File: config.mk
export PLATFORM = sky130hd
export DESIGN_NAME = peer_backoff_admission_guard
export DESIGN_NICKNAME = d
export VERILOG_FILES = /design/src/rtl/core/pbag_pkg.sv /design/src/rtl/core/peer_backoff_admission_guard.sv
export SDC_FILE = /design/constraint.sdc
export NUM_CORES = 2
export LEC_CHECK = 0
export ABC_AREA = 1
export BUFFER_PORTS_ARGS = -buffer_cell sky130_fd_sc_hd__buf_2
export CAP_MARGIN = 20
export CORE_MARGIN = 2
export CORE_UTILIZATION = 45
export CTS_CLUSTER_SIZE = 28
export DETAILED_ROUTE_END_ITERATION = 6
export GPL_ROUTABILITY_DRIVEN = 0
export GPL_TIMING_DRIVEN = 0
export PLACE_DENSITY = 0.7
export SYNTH_ARGS = -nofsm -noshare
export SYNTH_HDL_FRONTEND = slang
export SYNTH_SLANG_ARGS = --single-unit
File: constraint.sdc
create_clock -name clk_i -period 14.8 [get_ports clk_i]
set_input_delay 2.22 -clock clk_i [delete_from_list [all_inputs] [get_ports clk_i]]
set_output_delay 2.22 -clock clk_i [all_outputs]
set_load 0.005 [all_outputs]
File: src/rtl/core/pbag_pkg.sv
package pbag_pkg;

  // Field widths fixed by the interface.
  localparam int unsigned ADDR_W   = 32;
  localparam int unsigned TIME_W   = 32;
  localparam int unsigned CFG_W    = 20;
  localparam int unsigned RETRY_W  = 22;
  localparam int unsigned INDEX_W  = 2;
  localparam int unsigned COUNT_W  = 32;
  localparam int unsigned CFG_IDX_W = 2;

  // The backoff never exceeds twice a 20-bit cap, so 21 bits hold it.
  localparam int unsigned BACKOFF_W = CFG_W + 1;

  // Configuration reset values.
  localparam logic [CFG_W-1:0] MIN_GAP_RST      = CFG_W'(5000);
  localparam logic [CFG_W-1:0] INIT_BACKOFF_RST = CFG_W'(10000);
  localparam logic [CFG_W-1:0] MAX_BACKOFF_RST  = CFG_W'(300000);

  // floor(x / 1000) for x below 2^31 is floor(x * RECIP_1000 / 2^41).
  localparam int unsigned      DIFF_W      = TIME_W - 1;
  localparam int unsigned      RECIP_W     = 32;
  localparam int unsigned      RECIP_SHIFT = 41;
  localparam int unsigned      PROD_W      = DIFF_W + RECIP_W;
  localparam logic [RECIP_W-1:0] RECIP_1000 = 32'd2199023256;

  typedef enum logic [CFG_IDX_W-1:0] {
    CFG_MIN_GAP      = 2'd0,
    CFG_INIT_BACKOFF = 2'd1,
    CFG_MAX_BACKOFF  = 2'd2
  } cfg_reg_e;

  typedef struct packed {
    logic [ADDR_W-1:0] peer_addr;
    logic [TIME_W-1:0] now_ms;
  } in_word_t;

  typedef struct packed {
    logic               admitted;
    logic [RETRY_W-1:0] retry_after_s;
    logic [INDEX_W-1:0] entry_index;
    logic [COUNT_W-1:0] reject_total;
  } out_word_t;

endpackage

File: src/rtl/core/peer_backoff_admission_guard.sv
// Per-peer exponential backoff admission guard. Each input word is one
// connection attempt (peer address and a wrapping millisecond time) and
// produces exactly one result word: admit, or reject with a retry-after
// value in whole seconds, plus the table entry used and that entry's reject
// count. The block sustains one word per clock cycle. Each accepted word
// sits in the input register while the table compare, the entry update
// and the reciprocal multiply that turns the remaining cooldown into
// seconds run, and the result register captures the outcome when the
// input register advances. The input only stalls while both registers
// are full and the result is held. The peer table holds PEER_SLOTS entries
// in flip-flops with a valid bit each, cleared at reset, so no clearing
// pass is needed. Configuration writes are always ready and must only be
// issued while no attempt is in flight.
module peer_backoff_admission_guard #(
  parameter int unsigned PEER_SLOTS = 4
) (
  input  logic                                clk_i,
  input  logic                                rst_ni,

  input  logic                                in_valid_i,
  output logic                                in_stall_o,
  input  pbag_pkg::in_word_t                  in_word_i,

  output logic                                out_valid_o,
  input  logic                                out_stall_i,
  output pbag_pkg::out_word_t                 out_word_o,

  input  logic                                cfg_valid_i,
  output logic                                cfg_ready_o,
  input  logic [pbag_pkg::CFG_IDX_W-1:0]      cfg_index_i,
  input  logic [pbag_pkg::CFG_W-1:0]          cfg_data_i
);

  localparam int unsigned IDX_W = (PEER_SLOTS > 1) ? $clog2(PEER_SLOTS) : 1;

  // Configuration registers.
  logic [pbag_pkg::CFG_W-1:0] min_gap_q, init_backoff_q, max_backoff_q;

  // Peer table. The valid bits gate every lookup, so the payload arrays
  // need no reset.
  logic [PEER_SLOTS-1:0]               vld_q;
  logic [pbag_pkg::ADDR_W-1:0]         addr_q     [PEER_SLOTS];
  logic [pbag_pkg::TIME_W-1:0]         last_q     [PEER_SLOTS];
  logic [pbag_pkg::TIME_W-1:0]         cool_q     [PEER_SLOTS];
  logic [pbag_pkg::BACKOFF_W-1:0]      backoff_q  [PEER_SLOTS];
  logic [pbag_pkg::COUNT_W-1:0]        rejects_q  [PEER_SLOTS];
  logic [IDX_W-1:0]                    ptr_q, ptr_d;

  // Input register and result register.
  logic                 in_valid_q;
  pbag_pkg::in_word_t   in_word_q;
  logic                 out_valid_q;
  pbag_pkg::out_word_t  out_word_q, out_word_d;

  logic in_load, advance;

  // The input register moves on whenever the result register is free or
  // being emptied in this cycle; it only stalls behind a held result.
  assign advance     = in_valid_q && !(out_valid_q && out_stall_i);
  assign in_stall_o  = in_valid_q && out_valid_q && out_stall_i;
  assign in_load     = in_valid_i && !in_stall_o;
  assign cfg_ready_o = 1'b1;
  assign out_valid_o = out_valid_q;
  assign out_word_o  = out_word_q;

  // Lookup: at most one valid entry ever holds a given address, since a
  // peer is only inserted after missing.
  logic             hit;
  logic [IDX_W-1:0] hit_idx;

  always_comb begin
    hit     = 1'b0;
    hit_idx = '0;
    for (int i = PEER_SLOTS - 1; i >= 0; i--) begin
      if (vld_q[i] && (addr_q[i] == in_word_q.peer_addr)) begin
        hit     = 1'b1;
        hit_idx = IDX_W'(i);
      end
    end
  end

  // Decision and next entry contents.
  logic [pbag_pkg::TIME_W-1:0]    now, cool_cur, last_cur, since_last, cool_diff;
  logic [pbag_pkg::TIME_W-1:0]    cool_new, diff;
  logic [pbag_pkg::BACKOFF_W-1:0] bo_cur, bo_new;
  logic [pbag_pkg::COUNT_W-1:0]   rej_cur, rej_new;
  logic                           cooling, violation, reject, retry_ahead;
  logic [IDX_W-1:0]               wr_idx;
  logic [pbag_pkg::PROD_W-1:0]    prod;
  logic [pbag_pkg::RETRY_W-1:0]   retry;

  assign now        = in_word_q.now_ms;
  assign cool_cur   = cool_q[hit_idx];
  assign last_cur   = last_q[hit_idx];
  assign bo_cur     = backoff_q[hit_idx];
  assign rej_cur    = rejects_q[hit_idx];

  // Cooldown still running: signed difference of end and now is positive.
  assign cool_diff  = cool_cur - now;
  assign cooling    = (cool_diff != '0) && !cool_diff[pbag_pkg::TIME_W-1];
  assign since_last = now - last_cur;
  assign violation  = since_last < pbag_pkg::TIME_W'(min_gap_q);
  assign reject     = hit && (cooling || violation);

  // A gap violation restarts the cooldown at now plus the current backoff,
  // so the remaining time is just that backoff.
  assign cool_new = violation ? (now + pbag_pkg::TIME_W'(bo_cur)) : cool_cur;
  assign diff     = violation ? pbag_pkg::TIME_W'(bo_cur) : cool_diff;
  assign retry_ahead = (diff != '0) && !diff[pbag_pkg::TIME_W-1];

  // Doubling only happens below the 20-bit cap, so the top bit is zero.
  assign bo_new  = (bo_cur < pbag_pkg::BACKOFF_W'(max_backoff_q)) ?
                   {bo_cur[pbag_pkg::BACKOFF_W-2:0], 1'b0} :
                   pbag_pkg::BACKOFF_W'(max_backoff_q);
  assign rej_new = rej_cur + 1'b1;

  // Whole seconds of remaining cooldown by reciprocal multiplication.
  assign prod  = pbag_pkg::PROD_W'(diff[pbag_pkg::DIFF_W-1:0]) *
                 pbag_pkg::PROD_W'(pbag_pkg::RECIP_1000);
  assign retry = retry_ahead ?
                 (prod[pbag_pkg::RECIP_SHIFT +: pbag_pkg::RETRY_W] + 1'b1) :
                 pbag_pkg::RETRY_W'(1);

  assign wr_idx = hit ? hit_idx : ptr_q;

  always_comb begin
    if (ptr_q == IDX_W'(PEER_SLOTS - 1)) begin
      ptr_d = '0;
    end else begin
      ptr_d = ptr_q + 1'b1;
    end
  end

  always_comb begin
    out_word_d.entry_index = pbag_pkg::INDEX_W'(wr_idx);
    if (reject) begin
      out_word_d.admitted      = 1'b0;
      out_word_d.retry_after_s = retry;
      out_word_d.reject_total  = rej_new;
    end else begin
      out_word_d.admitted      = 1'b1;
      out_word_d.retry_after_s = '0;
      out_word_d.reject_total  = hit ? rej_cur : '0;
    end
  end

  // Control state.
  always_ff @(posedge clk_i or negedge rst_ni) begin
    if (!rst_ni) begin
      in_valid_q     <= 1'b0;
      out_valid_q    <= 1'b0;
      vld_q          <= '0;
      ptr_q          <= '0;
      min_gap_q      <= pbag_pkg::MIN_GAP_RST;
      init_backoff_q <= pbag_pkg::INIT_BACKOFF_RST;
      max_backoff_q  <= pbag_pkg::MAX_BACKOFF_RST;
    end else begin
      if (in_load) begin
        in_valid_q <= 1'b1;
      end else if (advance) begin
        in_valid_q <= 1'b0;
      end

      if (advance) begin
        out_valid_q <= 1'b1;
      end else if (!out_stall_i) begin
        out_valid_q <= 1'b0;
      end

      if (advance && !hit) begin
        vld_q[ptr_q] <= 1'b1;
        ptr_q        <= ptr_d;
      end

      if (cfg_valid_i) begin
        case (cfg_index_i)
          pbag_pkg::CFG_MIN_GAP:      min_gap_q      <= cfg_data_i;
          pbag_pkg::CFG_INIT_BACKOFF: init_backoff_q <= cfg_data_i;
          pbag_pkg::CFG_MAX_BACKOFF:  max_backoff_q  <= cfg_data_i;
          default: ;
        endcase
      end
    end
  end

  // Payload registers.
  always_ff @(posedge clk_i) begin
    if (in_load) begin
      in_word_q <= in_word_i;
    end
    if (advance) begin
      out_word_q <= out_word_d;
      if (reject) begin
        last_q[wr_idx]    <= now;
        rejects_q[wr_idx] <= rej_new;
        if (violation) begin
          cool_q[wr_idx]    <= cool_new;
          backoff_q[wr_idx] <= bo_new;
        end
      end else begin
        addr_q[wr_idx]    <= in_word_q.peer_addr;
        last_q[wr_idx]    <= now;
        backoff_q[wr_idx] <= pbag_pkg::BACKOFF_W'(init_backoff_q);
        if (!hit) begin
          cool_q[wr_idx]    <= '0;
          rejects_q[wr_idx] <= '0;
        end
      end
    end
  end

endmodule

=== Word level (Yosys, flattened, before mapping) ===
Memory sizes are Yosys's and may differ from the RTL's.
Index checks and enable logic that the tools add are counted.

* Bits in read-only memories: 0
* Bits in latches: 0
* Bits in writable memories: 596
* Output and inout bits: 60
* Memories kept: 5
* Bits of input ports: 91
* Register bits: 189

{| class="wikitable"
|+ Memory list
! memory !! depth !! bits a word !! rd ports !! clocked after Yosys merged registers in !! wr ports !! RTL line !! RTL
|-
| addr_q || 4 || 32 || 4 || 0 || 1 || peer_backoff_admission_guard.sv:42 || <nowiki>logic [pbag_pkg::ADDR_W-1:0] addr_q [PEER_SLOTS];</nowiki>
|-
| cool_q || 4 || 32 || 1 || 0 || 1 || peer_backoff_admission_guard.sv:44 || <nowiki>logic [pbag_pkg::TIME_W-1:0] cool_q [PEER_SLOTS];</nowiki>
|-
| last_q || 4 || 32 || 1 || 0 || 1 || peer_backoff_admission_guard.sv:43 || <nowiki>logic [pbag_pkg::TIME_W-1:0] last_q [PEER_SLOTS];</nowiki>
|-
| rejects_q || 4 || 32 || 1 || 0 || 1 || peer_backoff_admission_guard.sv:46 || <nowiki>logic [pbag_pkg::COUNT_W-1:0] rejects_q [PEER_SLOTS];</nowiki>
|-
| backoff_q || 4 || 21 || 1 || 0 || 1 || peer_backoff_admission_guard.sv:45 || <nowiki>logic [pbag_pkg::BACKOFF_W-1:0] backoff_q [PEER_SLOTS];</nowiki>
|}

* Multipliers: 1
* Equal/unequal tests: 8
* Mux-type cells: 41
* Order comparisons: 4
* Add/sub/neg operators: 6
* Shift-type cells: 0
* Divide/modulo/power cells: 0
* Bitwise gates (word level): 5
* Reductions and logical operators: 28

{| class="wikitable"
|+ Operator list
! operator !! number
|-
| $mux 32 || 7
|-
| $eq 32x32->1 || 4
|-
| $reduce_bool 32->1 || 2
|-
| $sub 32x32->32 || 2
|-
| $mul 31x29->60 const B || 1
|-
| $mux 21 || 2
|-
| $add 32x1->32 const B || 1
|-
| $add 32x21->32 || 1
|-
| $lt 32x20->1 || 1
|-
| $mux 1 || 23
|-
| $mux 23 || 1
|-
| $add 22x1->22 const B || 1
|-
| $mux 22 || 1
|-
| $lt 21x20->1 || 1
|-
| $logic_and 1x1->1 || 14
|-
| $mux 2 || 6
|-
| $reduce_and 2->1 || 4
|-
| $logic_not 1->1 || 5
|-
| $eq 2x2->1 const B || 2
|-
| $or 1x1->1 || 4
|-
| $or 4x4->4 || 1
|-
| $lt 2x3->1 const B || 1
|-
| $add 2x1->2 const B || 1
|-
| $demux 1 s2 || 1
|-
| 6 further kinds || 6
|}

=== Longest topological paths before layout ===
An unclocked memory read counts as a cell.

* Depth in word-level cells: 17
* Depth in mapped cells: 79
* Gate-level depth less buffers: 75

=== Least setup slack after synthesis ===
No wires, ideal clock.

* Path type: register to register
* From: reg in_word_q[40] (netlist name)
* To: reg out_word_q, in the netlist out_word_o[52], data pin
* Period minus slack after synthesis: 12854 ps
* Arrival time: 12598 ps
* Cell stages (with the launch flop): 72
* Slack: 1946 ps
* Library setup time: 256 ps
* Cells stage by stage: edfxtp_1 > buf_2 > xnor2_1 > nand2_1 > nor3_1 > nand2_1 > nor4_1 > nand4_1 > nand2b_1 > nand2_1 > nand2_1 > inv_2 > clkbuf_1 > clkbuf_1 > nand2_1 > a32o_1 > ha_1 > a21o_1 > [36 not listed] > nor2_1 > inv_1 > nor2_1 > inv_1 > nor4_1 > o2111ai_1 > nand3_1 > xnor2_1 > inv_1 > ha_1 > nand2_1 > nor2_1 > nand2_1 > nor2_1 > nand2_1 > nor2_1 > xor2_1 > nor2_2

* Longest elaborated chain between the ends: 13
* Elaborated cells on any way between the ends: 34

{| class="wikitable"
|+ RTL lines
! element !! RTL line !! RTL
|-
| from (decl) || peer_backoff_admission_guard.sv:51 || <nowiki>pbag_pkg::in_word_t in_word_q;</nowiki>
|-
| from (signal assigned) || peer_backoff_admission_guard.sv:189 || <nowiki>in_word_q <= in_word_i;</nowiki>
|-
| branches (longest 13 deep; another with $mul 31x29->60) || -- ||
|-
| to (signal assigned) || peer_backoff_admission_guard.sv:192 || <nowiki>out_word_q <= out_word_d;</nowiki>
|-
| to (decl) || peer_backoff_admission_guard.sv:53 || <nowiki>pbag_pkg::out_word_t out_word_q, out_word_d;</nowiki>
|}

Parallel ways; which one is timed is not known.
A chain may end at the register's enable or synchronous reset.

=== Final worst setup path ===
* From: reg in_word_q[60] (netlist name)
* To: reg out_word_q, in the netlist out_word_o[46], data pin

The elaborated chain is that of the path after synthesis.

==> Flow_metrics.wiki <==
{| class="wikitable"
! Metric !! Value
|-
| Worst min path class || reg2reg
|-
| Worst path most repeated cell || sky130_fd_sc_hd__inv_1
|-
| Cell accounting for the most synthesized area || sky130_fd_sc_hd__edfxtp_1
|-
| Antenna viol nets, final || 0
|-
| Number of max-slew violations in the final report || 0
|-
| Number of violations of the max-capacitance limit || 0
|-
| Syn Nets || 6623
|-
| Category of cells accounting for the largest share of critical-path delay || adder cells
|-
| Cells on Worst Hold Path || 2
|-
| Worst-skew pair later-pin latency || 0.70 ns
|-
| Effective utilization at floorplan || 45.43%
|-
| Pre-Repair DR Iteration Count || 6
|-
| Post-detailed-route via-to-cell ratio || approximately 5.5
|-
| FF-to-FF path depth || 66
|-
| Register bit count reported by yosys || slightly below 800
|-
| Total number of placement rows || between 100 and 150
|-
| Total inserted antenna cells || 0
|-
| Count of nets after finishing || between 6000 and 7000
|-
| Min-delay src || max_backoff_q[10]
|-
| First-iteration detailed-routing DRC count || 4664
|-
| Primary FF master, synth || sky130_fd_sc_hd__edfxtp_1
|-
| DRC violation count after routing || 0
|-
| End of the worst register-to-register path || out_word_o[46]
|-
| Wirelength per Cell || 20.41 um
|-
| Die boundary width || 352.3 um
|-
| CTS clock-pin slew for the worst setup and hold paths || around 0.060 ns
|-
| Register-to-register path setup slack || 0.52 ns
|-
| Number of top-level design ports || around 150
|-
| EDFF count, synth || 717
|-
| Maximum count of clock buffers along a single path || 3
|-
| Routed WL || 157800 um
|-
| Result of the run || complete, no violations
|-
| Measured slew at the worst slew-check pin || between 1 and 1.5 ns
|-
| Async S/R FF share, synth || roughly 8.7%
|-
| Number of cells on the critical path || 66
|-
| Gr ovfl total || 0
|-
| Time the worst path needs with I/O delays and setup || 14.28 ns
|-
| Final critical-path share of the clock period || a little over nine tenths
|-
| Clock tree from TritonCTS || built
|-
| Initial antenna violation count || 0
|-
| Global-route wire length before repair || 240000 um
|-
| Vert. Die Dim || 352.3 um
|-
| End point of the worst hold path || max_backoff_q[10]
|-
| Via count of the first global-routing pass || 41590
|-
| Number of library cell types mapped by synthesis || 69
|-
| Register area share after synthesis || 42.61%
|-
| Maximum number of pins on one net before global-route repair || 69
|-
| Placed instance count || 7534
|-
| Mapped cell area || 54580 um^2
|-
| Number of clock sinks || 785
|-
| Most common cell in the synthesized netlist || sky130_fd_sc_hd__nand2_1
|-
| Post-synth top area share || roughly two fifths
|-
| Setup slack after placement || -2.779 ns
|-
| Number of warnings issued by yosys || 0
|-
| Hold Vio Cnt, Final || 0
|-
| Headroom to the max-slew limit || between 10% and 20%
|-
| Total track usage || 24.98%
|-
| Worst clock skew || 0.05913 ns
|-
| DIE AREA || 124100 um^2
|-
| Critical path buffer and inverter count || 15
|-
| Library cell used as clock root buffer || sky130_fd_sc_hd__clkbuf_16
|-
| Stage delay of the slowest cell on the critical path || 0.58 ns
|-
| Synth-to-layout area growth || 13.03%
|-
| Area inside the core boundary || 120100 um^2
|-
| Post-Route Utilization || between 50% and 60%
|-
| Setup crit end kind || flip-flop
|-
| Cell count after synthesis || 5744
|-
| Average size of a mapped cell || 9.502 um^2
|-
| Layout cell share with drive strength beyond 1 || 10.79%
|-
| Final std cells w/o fill || 7731
|-
| Launch point of the worst reg-to-reg path || in_word_q[60]
|-
| Crit start category || flip-flop
|-
| Final worst-path setup slack || 0.5172 ns
|-
| Arrival time of the worst setup path || 14.72 ns
|-
| H-tree levels || 3
|-
| Number of buffers created by CTS || 83
|-
| Worst endpoint required time || 15.24 ns
|-
| Achievable clock frequency || about 70 MHz
|-
| Count of endpoints failing setup in the final report || 0
|-
| DR vias || about 42000
|-
| Detail Placement HPWL || roughly 120000 um
|-
| Total of fill cells in the finished design || 10730
|-
| Slowest cell on the critical path || sky130_fd_sc_hd__fa_1
|-
| Cells taking the most area after synthesis || sky130_fd_sc_hd__edfxtp_1 39%, sky130_fd_sc_hd__ha_1 11%, sky130_fd_sc_hd__fa_1 11%
|-
| Critical path type || reg2reg
|-
| Number of buffers inserted by hold repair at cts || 0
|-
| Most numerous cell types in the synthesized netlist || 1225 x sky130_fd_sc_hd__nand2_1, 968 x sky130_fd_sc_hd__inv_1, 717 x sky130_fd_sc_hd__edfxtp_1
|-
| Crit path max fanout || 10
|-
| Number of I/O port buffers || 149
|}
timing repair:
action	CTS	global route
pin swaps	3	17
buffers inserted	14	36
gates resized for setup	74	129
setup endpoints to repair	22	21
cloned	0	2
worst max-delay path by stage:
stage / start / to / slack, ns
detailed placement: in_word_q[53] / out_word_o[52] / -2.78
global placement: in_word_q[53] / out_word_o[52] / -2.63
CTS: in_word_q[40] / out_word_o[52] / 0.007
floorplan: in_word_q[40] / out_word_o[52] / 1.95
global route: in_word_q[60] / out_word_o[52] / -0.08
finish: in_word_q[60] / out_word_o[46] / 0.52
cell usage in the layout, fill, tap and decap left out, types with 14 or more instances in the layout:
cell                        netlist  final
sky130_fd_sc_hd__nor2_4           2     15
sky130_fd_sc_hd__buf_4           12     72
sky130_fd_sc_hd__inv_1          968    954
sky130_fd_sc_hd__o21ai_1         25     34
sky130_fd_sc_hd__buf_6            7     19
sky130_fd_sc_hd__fa_1           289    289
sky130_fd_sc_hd__or2_2           20     20
sky130_fd_sc_hd__clkbuf_16        0     86
sky130_fd_sc_hd__a31oi_1         38     36
sky130_fd_sc_hd__a21o_1          16     16
sky130_fd_sc_hd__xnor2_1         93     86
sky130_fd_sc_hd__clkbuf_1        61     66
sky130_fd_sc_hd__a21oi_1        278    270
sky130_fd_sc_hd__nor3_1          49     43
sky130_fd_sc_hd__nand3b_1        17     17
sky130_fd_sc_hd__edfxtp_1       717    717
sky130_fd_sc_hd__o22ai_1         23     22
sky130_fd_sc_hd__nand2_2         21     26
sky130_fd_sc_hd__xor2_1          94     93
sky130_fd_sc_hd__buf_2           28    174
sky130_fd_sc_hd__dfrtp_1         50     50
sky130_fd_sc_hd__ha_1           499    497
sky130_fd_sc_hd__nand2_1       1225   1213
sky130_fd_sc_hd__a32o_1          34     33
sky130_fd_sc_hd__nor2_1         402    378
sky130_fd_sc_hd__nor2_2          24     35
sky130_fd_sc_hd__dfstp_2         18     18
sky130_fd_sc_hd__nor4_1          22     14
sky130_fd_sc_hd__inv_2           26     30
sky130_fd_sc_hd__nand4_1         75     75
sky130_fd_sc_hd__o21ai_0        249    237
sky130_fd_sc_hd__nand3_1        193    190
area by class of cell:
class / count / area (um^2) / share of cell area [%]
Multi-Input combinational cell: 3838 / 27530 / 44.62
Tap cell: 1612 / 2017 / 3.269
Timing Repair Buffer: 230 / 1615 / 2.618
Timing Repair inverter: 1 / 8.758 / 0.01420
Inverter: 997 / 3789 / 6.141
Buffer: 113 / 684.4 / 1.109
Clock buffer: 115 / 2300 / 3.728
Sequential cell: 785 / 23250 / 37.70
Clock inverter: 40 / 498.0 / 0.8072
registers in the layout, summed over array words and instances, names as in the netlist, 20 cells and up:
| name | cells |
|---|---|
| rejects_q | 128 |
| addr_q | 128 |
| cool_q | 128 |
| backoff_q | 84 |
| min_gap_q | 20 |
| last_q | 128 |
| in_word_q | 32 |
| now | 32 |
| init_backoff_q | 20 |
| max_backoff_q | 20 |
| out_word_o | 57 |
cell families (layout without fill, tap and decap cells):
family / after synthesis / in the layout / synth area share, %
AND/OR/NAND/NOR: 2098 / 2098 / 16.29
buffers and inverters: 1121 / 1496 / 7.959
adder cells (fa/ha/maj): 788 / 788 / 22.04
flip-flops: 785 / 785 / 42.61
AO/OA/AOI/OAI: 763 / 763 / 8.072
XOR/XNOR: 188 / 188 / 3.031
other: 1 / 1 / 0.006871
worst min-delay path, cell delays in order (launching register included):
cell,delay (ns)
sky130_fd_sc_hd__dfrtp_1,0.35
sky130_fd_sc_hd__nand2_1,0.05
sky130_fd_sc_hd__o21ai_0,0.05
layer usage:
metal | part of all wire (%) | global-route usage [%] | vias to the layer above
met1 | 41 | 34.02 | 20300
li1 | - | - | 19600
met2 | 45 | 39.56 | 2066
met5 | 0 | 0 | -
met3 | 9.5 | 4.455 | 382
met4 | 4.3 | 10.05 | 0
metrics by stage:
step | hold slack (ns) | setup TNS (ns) | cell area (um^2)
2_1_floorplan | 0.4338 | 0 | 54580
3_3_place_gp | 0.4482 | -45.25 | 57340
3_5_place_dp | 0.4722 | -48.30 | 57910
4_1_cts | 0.4865 | 0 | 60990
5_1_grt | 0.5124 | -0.2670 | 61690
6_report | 0.4863 | 0 | 61690
Power is not shown: default switching activity piles up to over one toggle a cycle in this logic, so the estimate is an artifact.
